### config.mk
export PLATFORM = sky130hd
export DESIGN_NAME = stop_and_wait_arq_link_top
export DESIGN_NICKNAME = d
export VERILOG_FILES = /design/src/sv/sawarq_pkg.sv /design/src/sv/stop_and_wait_arq_link_top.sv
export SDC_FILE = /design/constraint.sdc
export NUM_CORES = 1
export LEC_CHECK = 0
export BUFFER_PORTS_ARGS = -buffer_cell sky130_fd_sc_hd__buf_2
export CAP_MARGIN = 20
export CORE_MARGIN = 5
export CORE_UTILIZATION = 38
export CTS_CLUSTER_DIAMETER = 150
export CTS_CLUSTER_SIZE = 14
export DETAILED_ROUTE_END_ITERATION = 16
export GPL_TIMING_DRIVEN = 0
export SLEW_MARGIN = 30
export SYNTH_ARGS = -nofsm -noshare
export SYNTH_HDL_FRONTEND = slang
export SYNTH_SLANG_ARGS = --single-unit
### constraint.sdc
create_clock -name clk -period 3.2 [get_ports clk]
set_input_delay 0.16 -clock clk [delete_from_list [all_inputs] [get_ports clk]]
set_output_delay 0.16 -clock clk [all_outputs]
set_load 0.01 [all_outputs]
### src/sv/sawarq_pkg.sv
// ---------------------------------------------------------------------------
// sawarq_pkg
// Types, codes and helpers for the stop-and-wait ARQ link controller.
// ---------------------------------------------------------------------------
package sawarq_pkg;

  localparam int SEQ_MODULUS = 256;
  localparam logic [7:0] BROADCAST_NODE = 8'hFF;

  // pending event bits
  localparam int EV_SEND     = 0;
  localparam int EV_DATA     = 1;
  localparam int EV_ACKRX    = 2;
  localparam int EV_TIMEOUT  = 3;
  localparam int EV_DATADONE = 4;
  localparam int EV_ACKDONE  = 5;
  localparam int EV_NUM      = 6;

  typedef enum logic [2:0] {
    FN_POLL     = 3'd0,
    FN_SEND     = 3'd1,
    FN_DATA     = 3'd2,
    FN_ACKRX    = 3'd3,
    FN_TIMEOUT  = 3'd4,
    FN_DATADONE = 3'd5,
    FN_ACKDONE  = 3'd6
  } func_t;

  typedef enum logic [1:0] {
    ST_IDLE    = 2'd0,
    ST_TX      = 2'd1,
    ST_ACKWAIT = 2'd2
  } state_t;

  typedef enum logic [1:0] {
    TX_NONE = 2'd0,
    TX_DATA = 2'd1,
    TX_ACK  = 2'd2,
    TX_RETX = 2'd3
  } tx_kind_t;

  typedef enum logic [1:0] {
    CF_NONE = 2'd0,
    CF_OK   = 2'd1,
    CF_FAIL = 2'd2
  } confirm_t;

  // action chosen by one pass
  typedef enum logic [3:0] {
    ACT_NONE,
    ACT_DROP,
    ACT_RX_BC,
    ACT_RX_UC,
    ACT_SEND,
    ACT_TO_WAIT,
    ACT_TO_IDLE,
    ACT_BC_DONE,
    ACT_ARM,
    ACT_ACK_OK,
    ACT_FAIL,
    ACT_RETX
  } act_t;

  function automatic logic [7:0] seq_inc(logic [7:0] s);
    logic [8:0] sum;
    sum = {1'b0, s} + 9'd1;
    if (sum >= 9'(SEQ_MODULUS)) begin
      sum = sum - 9'(SEQ_MODULUS);
    end
    return sum[7:0];
  endfunction

endpackage

### src/sv/stop_and_wait_arq_link_top.sv
// ---------------------------------------------------------------------------
// stop_and_wait_arq_link_top
// Control side of a stop-and-wait ARQ link: event in, one decision out.
// ---------------------------------------------------------------------------
// Usage:
//   Input channel (in_valid/in_stall) carries one event item per transfer:
//   a poll, send request, data or ack frame received, timeout, data sent or
//   ack sent, with the frame fields that go with it.
//   The block latches the event as pending and runs one prioritized pass,
//   giving exactly one result item per input item on out_valid/out_stall:
//   frame to transmit, send confirm, delivery upward and the new link state.
//   out_valid is registered and is high in the cycle after input accept.
//   Throughput: 1 item per cycle unless stalled; the pass is a single level of
//   decision logic between the state registers and the result register.
//   When the receiver stalls, the result register holds and in_stall rises
//   for as long as a full result register is not taken.
//   cfg_wr_en/cfg_wr_data write max_retransmissions; write only while idle.
//   Reset (rst_n low, synchronous): link idle, counters and pending events
//   clear, max_retransmissions = 3, no result pending.
// ---------------------------------------------------------------------------
module stop_and_wait_arq_link_top (
  input  logic                  clk,
  input  logic                  rst_n,
  input  logic                  in_valid,
  output logic                  in_stall,
  input  sawarq_pkg::func_t     in_func,
  input  logic [7:0]            in_rx_seq,
  input  logic [7:0]            in_rx_src,
  input  logic                  in_rx_broadcast,
  input  logic                  in_rx_last,
  input  logic [7:0]            in_dest_id,
  output logic                  out_valid,
  input  logic                  out_stall,
  output sawarq_pkg::tx_kind_t  out_tx_kind,
  output logic [7:0]            out_tx_seq,
  output logic [7:0]            out_tx_dest,
  output sawarq_pkg::confirm_t  out_confirm,
  output logic                  out_deliver,
  output logic [7:0]            out_deliver_src,
  output logic                  out_deliver_last,
  output sawarq_pkg::state_t    out_link_state,
  input  logic                  cfg_wr_en,
  input  logic [7:0]            cfg_wr_data
);
  import sawarq_pkg::*;

  logic              acc;
  logic [7:0]        max_retx_r;

  state_t            state_r, state_nxt;
  logic [7:0]        next_seq_r, next_seq_nxt;
  logic [7:0]        sent_seq_r, sent_seq_nxt;
  logic [7:0]        retry_r, retry_nxt;
  logic [7:0]        dest_node_r, dest_node_nxt;
  logic              timer_r, timer_nxt;
  logic [EV_NUM-1:0] pend_r, pend_nxt;
  logic [7:0]        held_rx_seq_r, held_rx_seq_nxt;
  logic [7:0]        held_rx_src_r, held_rx_src_nxt;
  logic              held_bc_r, held_bc_nxt;
  logic              held_last_r, held_last_nxt;
  logic [7:0]        held_ack_seq_r, held_ack_seq_nxt;

  logic [EV_NUM-1:0] pend_post;
  logic              timer_post;
  logic [EV_NUM-1:0] clr;
  act_t              act;

  logic              out_valid_r;
  tx_kind_t          tx_kind_r, tx_kind_nxt;
  logic [7:0]        tx_seq_r, tx_seq_nxt;
  logic [7:0]        tx_dest_r, tx_dest_nxt;
  confirm_t          confirm_r, confirm_nxt;
  logic              deliver_r, deliver_nxt;
  logic [7:0]        dlv_src_r, dlv_src_nxt;
  logic              dlv_last_r, dlv_last_nxt;
  state_t            link_state_r;

  assign in_stall = out_valid_r & out_stall;
  assign acc      = in_valid & ~in_stall;

  // post the incoming event
  always_comb begin
    pend_post        = pend_r;
    timer_post       = timer_r;
    dest_node_nxt    = dest_node_r;
    held_rx_seq_nxt  = held_rx_seq_r;
    held_rx_src_nxt  = held_rx_src_r;
    held_bc_nxt      = held_bc_r;
    held_last_nxt    = held_last_r;
    held_ack_seq_nxt = held_ack_seq_r;
    unique case (in_func)
      FN_SEND: begin
        dest_node_nxt     = in_dest_id;
        pend_post[EV_SEND] = 1'b1;
      end
      FN_DATA: begin
        held_rx_seq_nxt    = in_rx_seq;
        held_rx_src_nxt    = in_rx_src;
        held_bc_nxt        = in_rx_broadcast;
        held_last_nxt      = in_rx_last;
        pend_post[EV_DATA] = 1'b1;
      end
      FN_ACKRX: begin
        held_ack_seq_nxt    = in_rx_seq;
        pend_post[EV_ACKRX] = 1'b1;
      end
      FN_TIMEOUT: begin
        timer_post            = 1'b0;
        pend_post[EV_TIMEOUT] = 1'b1;
      end
      FN_DATADONE: pend_post[EV_DATADONE] = 1'b1;
      FN_ACKDONE:  pend_post[EV_ACKDONE]  = 1'b1;
      default: ;
    endcase
  end

  // one prioritized pass over the pending events
  always_comb begin
    act = ACT_NONE;
    clr = '0;
    unique case (state_r)
      ST_IDLE: begin
        priority if (pend_post[EV_DATA]) begin
          act = held_bc_nxt ? ACT_RX_BC : ACT_RX_UC;
          clr[EV_DATA] = 1'b1;
        end else if (pend_post[EV_SEND]) begin
          act = ACT_SEND;
          clr[EV_SEND] = 1'b1;
        end else if (pend_post[EV_DATADONE]) begin
          act = ACT_DROP;
          clr[EV_DATADONE] = 1'b1;
        end else if (pend_post[EV_ACKDONE]) begin
          act = ACT_DROP;
          clr[EV_ACKDONE] = 1'b1;
        end else if (pend_post[EV_TIMEOUT]) begin
          act = ACT_DROP;
          clr[EV_TIMEOUT] = 1'b1;
        end else begin
          act = ACT_NONE;
        end
      end
      ST_TX: begin
        priority if (pend_post[EV_ACKDONE]) begin
          act = (timer_post || pend_post[EV_TIMEOUT]) ? ACT_TO_WAIT : ACT_TO_IDLE;
          clr[EV_ACKDONE] = 1'b1;
        end else if (pend_post[EV_DATADONE]) begin
          act = (dest_node_nxt == BROADCAST_NODE) ? ACT_BC_DONE : ACT_ARM;
          clr[EV_DATADONE] = 1'b1;
        end else begin
          act = ACT_NONE;
        end
      end
      ST_ACKWAIT: begin
        priority if (pend_post[EV_ACKRX]) begin
          act = (held_ack_seq_nxt == sent_seq_r) ? ACT_ACK_OK : ACT_DROP;
          clr[EV_ACKRX] = 1'b1;
        end else if (pend_post[EV_TIMEOUT]) begin
          act = (retry_r >= max_retx_r) ? ACT_FAIL : ACT_RETX;
          clr[EV_TIMEOUT] = 1'b1;
        end else if (pend_post[EV_DATA]) begin
          act = held_bc_nxt ? ACT_RX_BC : ACT_RX_UC;
          clr[EV_DATA] = 1'b1;
        end else if (pend_post[EV_DATADONE]) begin
          act = ACT_DROP;
          clr[EV_DATADONE] = 1'b1;
        end else if (pend_post[EV_ACKDONE]) begin
          act = ACT_DROP;
          clr[EV_ACKDONE] = 1'b1;
        end else begin
          act = ACT_NONE;
        end
      end
      default: ;
    endcase
  end

  // next state
  always_comb begin
    state_nxt    = state_r;
    next_seq_nxt = next_seq_r;
    sent_seq_nxt = sent_seq_r;
    retry_nxt    = retry_r;
    timer_nxt    = timer_post;
    pend_nxt     = pend_post & ~clr;
    unique case (act)
      ACT_RX_BC: state_nxt = ST_IDLE;
      ACT_RX_UC: begin
        next_seq_nxt = seq_inc(held_rx_seq_nxt);
        state_nxt    = ST_TX;
      end
      ACT_SEND: begin
        sent_seq_nxt = next_seq_r;
        if (dest_node_nxt != BROADCAST_NODE) begin
          next_seq_nxt = seq_inc(next_seq_r);
        end
        retry_nxt = '0;
        state_nxt = ST_TX;
      end
      ACT_TO_WAIT: state_nxt = ST_ACKWAIT;
      ACT_TO_IDLE: state_nxt = ST_IDLE;
      ACT_BC_DONE: state_nxt = ST_IDLE;
      ACT_ARM: begin
        state_nxt = ST_ACKWAIT;
        timer_nxt = 1'b1;
      end
      ACT_ACK_OK: begin
        state_nxt = ST_IDLE;
        timer_nxt = 1'b0;
      end
      ACT_FAIL: state_nxt = ST_IDLE;
      ACT_RETX: begin
        retry_nxt = retry_r + 8'd1;
        state_nxt = ST_TX;
      end
      default: ;
    endcase
  end

  // result fields
  always_comb begin
    tx_kind_nxt  = TX_NONE;
    tx_seq_nxt   = '0;
    tx_dest_nxt  = '0;
    confirm_nxt  = CF_NONE;
    deliver_nxt  = 1'b0;
    dlv_src_nxt  = '0;
    dlv_last_nxt = 1'b0;
    unique case (act)
      ACT_RX_BC: begin
        deliver_nxt  = 1'b1;
        dlv_src_nxt  = held_rx_src_nxt;
        dlv_last_nxt = 1'b1;
      end
      ACT_RX_UC: begin
        deliver_nxt  = 1'b1;
        dlv_src_nxt  = held_rx_src_nxt;
        dlv_last_nxt = held_last_nxt;
        tx_kind_nxt  = TX_ACK;
        tx_seq_nxt   = held_rx_seq_nxt;
        tx_dest_nxt  = held_rx_src_nxt;
      end
      ACT_SEND: begin
        tx_kind_nxt = TX_DATA;
        tx_seq_nxt  = next_seq_r;
        tx_dest_nxt = dest_node_nxt;
      end
      ACT_RETX: begin
        tx_kind_nxt = TX_RETX;
        tx_seq_nxt  = sent_seq_r;
        tx_dest_nxt = dest_node_nxt;
      end
      ACT_BC_DONE, ACT_ACK_OK: confirm_nxt = CF_OK;
      ACT_FAIL:                confirm_nxt = CF_FAIL;
      default: ;
    endcase
  end

  always_ff @(posedge clk) begin
    if (!rst_n) begin
      max_retx_r     <= 8'd3;
      state_r        <= ST_IDLE;
      next_seq_r     <= '0;
      sent_seq_r     <= '0;
      retry_r        <= '0;
      dest_node_r    <= '0;
      timer_r        <= 1'b0;
      pend_r         <= '0;
      held_rx_seq_r  <= '0;
      held_rx_src_r  <= '0;
      held_bc_r      <= 1'b0;
      held_last_r    <= 1'b0;
      held_ack_seq_r <= '0;
      out_valid_r    <= 1'b0;
    end else begin
      if (cfg_wr_en) begin
        max_retx_r <= cfg_wr_data;
      end
      if (acc) begin
        state_r        <= state_nxt;
        next_seq_r     <= next_seq_nxt;
        sent_seq_r     <= sent_seq_nxt;
        retry_r        <= retry_nxt;
        dest_node_r    <= dest_node_nxt;
        timer_r        <= timer_nxt;
        pend_r         <= pend_nxt;
        held_rx_seq_r  <= held_rx_seq_nxt;
        held_rx_src_r  <= held_rx_src_nxt;
        held_bc_r      <= held_bc_nxt;
        held_last_r    <= held_last_nxt;
        held_ack_seq_r <= held_ack_seq_nxt;
        out_valid_r    <= 1'b1;
      end else if (!out_stall) begin
        out_valid_r <= 1'b0;
      end
    end
  end

  // result register
  always_ff @(posedge clk) begin
    if (acc) begin
      tx_kind_r    <= tx_kind_nxt;
      tx_seq_r     <= tx_seq_nxt;
      tx_dest_r    <= tx_dest_nxt;
      confirm_r    <= confirm_nxt;
      deliver_r    <= deliver_nxt;
      dlv_src_r    <= dlv_src_nxt;
      dlv_last_r   <= dlv_last_nxt;
      link_state_r <= state_nxt;
    end
  end

  assign out_valid        = out_valid_r;
  assign out_tx_kind      = tx_kind_r;
  assign out_tx_seq       = tx_seq_r;
  assign out_tx_dest      = tx_dest_r;
  assign out_confirm      = confirm_r;
  assign out_deliver      = deliver_r;
  assign out_deliver_src  = dlv_src_r;
  assign out_deliver_last = dlv_last_r;
  assign out_link_state   = link_state_r;

endmodule

======== Word level (Yosys, flattened, before mapping) ========
Index checks and enable logic that the tools add are counted.
storage, ports and cells
  register bits after elaboration ......... 108
  output and inout port bits .............. 34
cells by class
  add/subtract/negate cells ............... 5
  $lt $le $gt $ge ......................... 3
  equality and inequality tests ........... 23
  muxes and demuxes ....................... 69
  bitwise logic cells ..................... 5
  reduce and logical (&&, ||, !) cells .... 13
operators by type and width
  cell                 number
  $mux 8               7
  $mux 4               12
  $pmux 8 s2           3
  $mux 1               31
  $pmux 8 s3           1
  $add 8x1->9 const B  2
  $ge 9x9->1 const B   2
  $pmux 2 s3           3
  $eq 4x3->1 const B   4
  $eq 4x4->1 const B   4
  $sub 8x1->8 const B  2
  $pmux 4 s3           1
  $eq 3x3->1 const B   3
  $mux 3               3
  $add 8x1->8 const B  1
  $eq 4x2->1 const B   2
  $eq 8x8->1           1
  $eq 8x8->1 const B   1
  $ge 8x8->1           1
  $ne 8x8->1 const B   1
  $pmux 1 s2           4
  $reduce_or 2->1      4
  $and 6x6->6          1
  $eq 3x2->1 const B   2
  17 further kinds     22

======== Logic depth before layout (Yosys ltp) ========
  depth after elaboration ................. 11
  mapped depth ............................ 12
  mapped depth without buffers ............ 10

======== Least setup slack after synthesis ========
Ideal clock, no wire load.
  path kind ............................... input-to-reg
  from .................................... input port in_func[0]
  to ...................................... register next_seq_r[4]
  library setup time ...................... 0.058 ns
  arrival ................................. 2.691 ns
  setup slack ............................. 0.450 ns
  stages on the path ...................... 11
  cells stage by stage .................... buf_2 nor3b_2 buf_4 buf_1 mux2i_1 a21oi_1 ha_1 o21ai_0 mux2_2 a21boi_0 o21a_1
on the way
  word-level cells in the longest chain between the ends .. 11
  elaborated cells on any way between the ends .. 48
ends and longest elaborated chain
  what                                                  RTL line                           RTL
  start, declared                                       stop_and_wait_arq_link_top.sv:26   input sawarq_pkg::func_t in_func,
  branches (longest 11 deep; another with $add 8x1->9)  n/a
  end signal, assigned                                  stop_and_wait_arq_link_top.sv:280  next_seq_r <= next_seq_nxt;
  end, declared                                         stop_and_wait_arq_link_top.sv:51   logic [7:0] next_seq_r, next_seq_nxt;
Parallel ways; which one is timed is not known.
A chain may end at the register's enable or synchronous reset.

======== Worst setup path in the final report ========
  from .................................... register state_r[1]
  to ...................................... register tx_seq_r[0] (netlist: out_tx_seq[0]) (data pin)
on the way
  word-level cells in the longest chain between the ends .. 4
  elaborated cells on any way between the ends .. 8
ends and longest elaborated chain
  what                                RTL line                           RTL
  start, declared                     stop_and_wait_arq_link_top.sv:50   state_t state_r, state_nxt;
  start signal, assigned              stop_and_wait_arq_link_top.sv:279  state_r <= state_nxt;
  $eq 2x2->1 (tied with other cells)  stop_and_wait_arq_link_top.sv:121  unique case (state_r)
  $pmux 4 s3 *                        stop_and_wait_arq_link_top.sv:121
  $eq 4x4->1 (tied with other cells)  stop_and_wait_arq_link_top.sv:228  unique case (act)
  $pmux 8 s3 *                        stop_and_wait_arq_link_top.sv:228
  net tx_seq_nxt[0]                   stop_and_wait_arq_link_top.sv:70   logic [7:0] tx_seq_r, tx_seq_nxt;
  end signal, assigned                stop_and_wait_arq_link_top.sv:302  tx_seq_r <= tx_seq_nxt;
  end, declared                       stop_and_wait_arq_link_top.sv:70
The timed path passes the listed nets; every way through them passes the cells marked *.

==> summary.md <==
| Metric | Value |
|---|---|
| Status | complete, no violations |
| Mapped Avg Cell Area | 8.75 µm² |
| Fillers | 1402 |
| H-tree Lvls | 3 |
| Initial antenna violation count | 0 |
| Area growth from synthesis to layout | 16.9% |
| WL met3 | 1140 µm |
| Peak VDD IR | 0.224 mV |
| Most frequent cells in the layout | nand2_1, buf_2, dfxtp_1 |
| FFs w/ async S/R, synth | 0 |
| Clock transition at the registers of the reported paths | 80 ps |
| Setup CP Type | reg -> reg |
| Post-Syn Nets | 685 |
| Final worst path period need | 3020 ps |
| Endpoints failing hold | 0 |
| Largest net degree at the start of global routing | 42 |
| Longest Clk Path Bufs | 2 |
| Max-cap violations | 0 |
| Final Cell Area | 6470 µm² |
| Most common cell after layout, fill and taps aside | nand2_1 |
| Io pins | 76 |
| PD cells | 482 nW/µm² |
| Layout cells sized above 1 | 0.159 |
| Cell leakage power | 2.39 nW |
| RSZ-0062 raised after global routing | no |
| DIE AREA | 17100 µm² |
| Met1 WL | 7190 µm |
| Multi-input gate area | 2830 µm² |
| Max-slew headroom | 0.535 |
| Row count | 44 |
| Metal2 WL | 7810 µm |
| Residual DRC count | 0 |
| Vias | 5185 |
| Fin util | 0.449 |
| ANT nets after route | 0 |
| Crit-path max FO | 10 |
| Number of hold buffers added after CTS | 0 |
| CP arrival | 3110 ps |
| Sequential area share after synthesis | 0.448 |
| Worst-Margin Slew | 694 ps |
| FF/Latch Area | 2480 µm² |
| Die W | 131 µm |
| Tot GR Track Use | 0.196 |
| Slew Limit Fails | 0 |
| Library cells used by synthesis | 62 |
| Startpoint types | flop |
| Mapped Cells | 633 |
| Max Used Layer | met4 |
| Final wirelength | 16600 µm |
| # diodes | 0 |
| CTS tree | done |
| DP Wirelength | 12300 µm |
| Core area | 14400 µm² |
| Routability congestion estimate | 0.936 |
| Worst clock skew | 13.4 ps |
| Final std cells w/o fill | 906 |
| Drt pass-1 iters | 5 |
| Hold Slack | 9.45 ps |
| Max Clock Freq | 331 MHz |
| Routed len/inst | 18.3 µm |
| Most common flop cell mapped by yosys | dfxtp_1 |
| EDFF count, synth | 32 |
| Post-route setup TNS | 0 ps |
| Starting Density | 0.384 |
| Placed cell area | 6140 µm² |
| Final setup viols | 0 |
| DP Cell Count | 891 |
| Critical path endpoint category | flop |
| Layout Nets | 769 |
| Clock buffer count from CTS | 9 |
| IO buf count | 74 |
| Post-DR vias/cell | 5.72 |
| Gr ovfl total | 0 |
| Crit share post-route | 0.944 |
| Clk sinks | 108 |
| Clock root buffer master | clkbuf_16 |
| Vias in the first global route | 4980 |
| Hold WC Path Type | in -> reg |
| Seq cells post-synth | 108 |
| Clock Latency Late Sink | 370 ps |
| Global-route wire length before repair | 25900 µm |
| Worst EP required | 3290 ps |
| Synth Cell Area | 5540 µm² |
| DR iter-0 viols | 482 |
| Die Y | 131 µm |
| YS warnings | 0 |
==> metal layers <==
layer	vias to the layer above	GRT usage
li1	2456	-
met1	2500	0.261
met2	192	0.323
met3	37	0.0358
met4	0	0.0665
met5	-	0
==> what timing repair did <==
item / CTS / global route
resized for setup: 0 / 1
setup buffers: 0 / 0
endpoints found under the setup margin: 0 / 12
==> kinds of logic (layout without fill, tap and decap cells) <==
logic type / count (synthesis) / in the layout / share of synthesized area
adders and majority gates: 10 / 10 / 0.0226
buffers and inverters: 53 / 142 / 0.0407
AOI/OAI and AO/OA: 172 / 172 / 0.199
muxes: 37 / 37 / 0.0680
and+or+nand+nor: 236 / 236 / 0.195
xor gates and xnor gates: 17 / 17 / 0.0269
DFF: 108 / 108 / 0.448
==> stage by stage <==
stage / total power, mW / setup WS (ps)
2_1_floorplan: 1.76 / 450
3_3_place_gp: 1.92 / -385
3_5_place_dp: 1.93 / -354
4_1_cts: 3.14 / 18.0
5_1_grt: 3.25 / 13.2
6_report: 3.12 / 178
==> cell usage after synthesis (4+ instances only) <==
| library cell | instances | area [µm²] |
|---|---|---|
| a211oi_1 | 13 | 97.6 |
| a21oi_1 | 59 | 295 |
| nand3_1 | 10 | 50.1 |
| a31oi_1 | 7 | 43.8 |
| clkbuf_1 | 22 | 82.6 |
| xor2_1 | 11 | 96.3 |
| nor2_1 | 54 | 203 |
| mux2i_1 | 35 | 350 |
| xnor2_1 | 6 | 52.6 |
| o2111ai_1 | 4 | 35.0 |
| buf_2 | 6 | 30.0 |
| nor3_1 | 12 | 60.1 |
| dfxtp_1 | 76 | 1520 |
| nand4_1 | 11 | 68.8 |
| a22oi_1 | 7 | 52.6 |
| ha_1 | 10 | 125 |
| edfxtp_1 | 32 | 961 |
| nand2_1 | 111 | 417 |
| a21boi_0 | 4 | 30.0 |
| a2111oi_0 | 5 | 43.8 |
| inv_1 | 18 | 67.6 |
| nand2b_1 | 5 | 31.3 |
| o21ai_0 | 26 | 130 |
| o22ai_1 | 9 | 56.3 |
| o211ai_1 | 7 | 52.6 |
| nor2b_1 | 6 | 37.5 |
| o21a_1 | 8 | 60.1 |
==> area by class of cell <==
class,count,area share
sequential,108,0.384
buffer,33,0.0238
timing repair buffer,74,0.0572
tap,184,0.0356
inverter,19,0.0110
clock inverter,7,0.0159
clock buffer,9,0.0348
multi-input combinational,472,0.438
==> sequential cells by signal, indices dropped and copies added (netlist names), 6 cells and up <==
register         flops
dest_node_r          8
held_rx_src_r        8
held_ack_seq_r       8
next_seq_r           8
out_tx_dest          8
out_deliver_src      8
out_tx_seq           8
held_rx_seq_r        8
pend_r               6
retry_r              8
sent_seq_r           8
max_retx_r           8
==> worst paths after layout <==
| kind | startpoint | end | slack [ps] | cells past startpoint |
|---|---|---|---|---|
| worst max-delay path | state_r[1] | out_tx_seq[0] | 180 | 9 |
| worst min-delay path | cfg_wr_data[0] | max_retx_r[0] | 9 | 3 |
| worst max register to register | state_r[1] | out_tx_seq[0] | 180 | 9 |
| worst min register to register | held_rx_src_r[4] | held_rx_src_r[4] | 460 | 2 |
==> critical path, cell delays in order (launching register included) <==
cell and delay, ps:
dfxtp_1 340, clkbuf_1 410, nand2b_1 270, nor2_1 90, o221a_2 170, a311oi_1 330, a21o_1 260, buf_2 250
clkbuf_1 430, o21ai_0 190
==> power breakdown <==
| group | internal, mW | switching [mW] | total [mW] | leakage, nW |
|---|---|---|---|---|
| sequential | 1.46 | 0.0276 | 1.49 | 0.941 |
| combinational | 0.138 | 0.270 | 0.408 | 1.29 |
| clock | 0.636 | 0.587 | 1.22 | 0.160 |
| total | 2.24 | 0.884 | 3.12 | 2.39 |
Power figures use the tool's default switching activity.
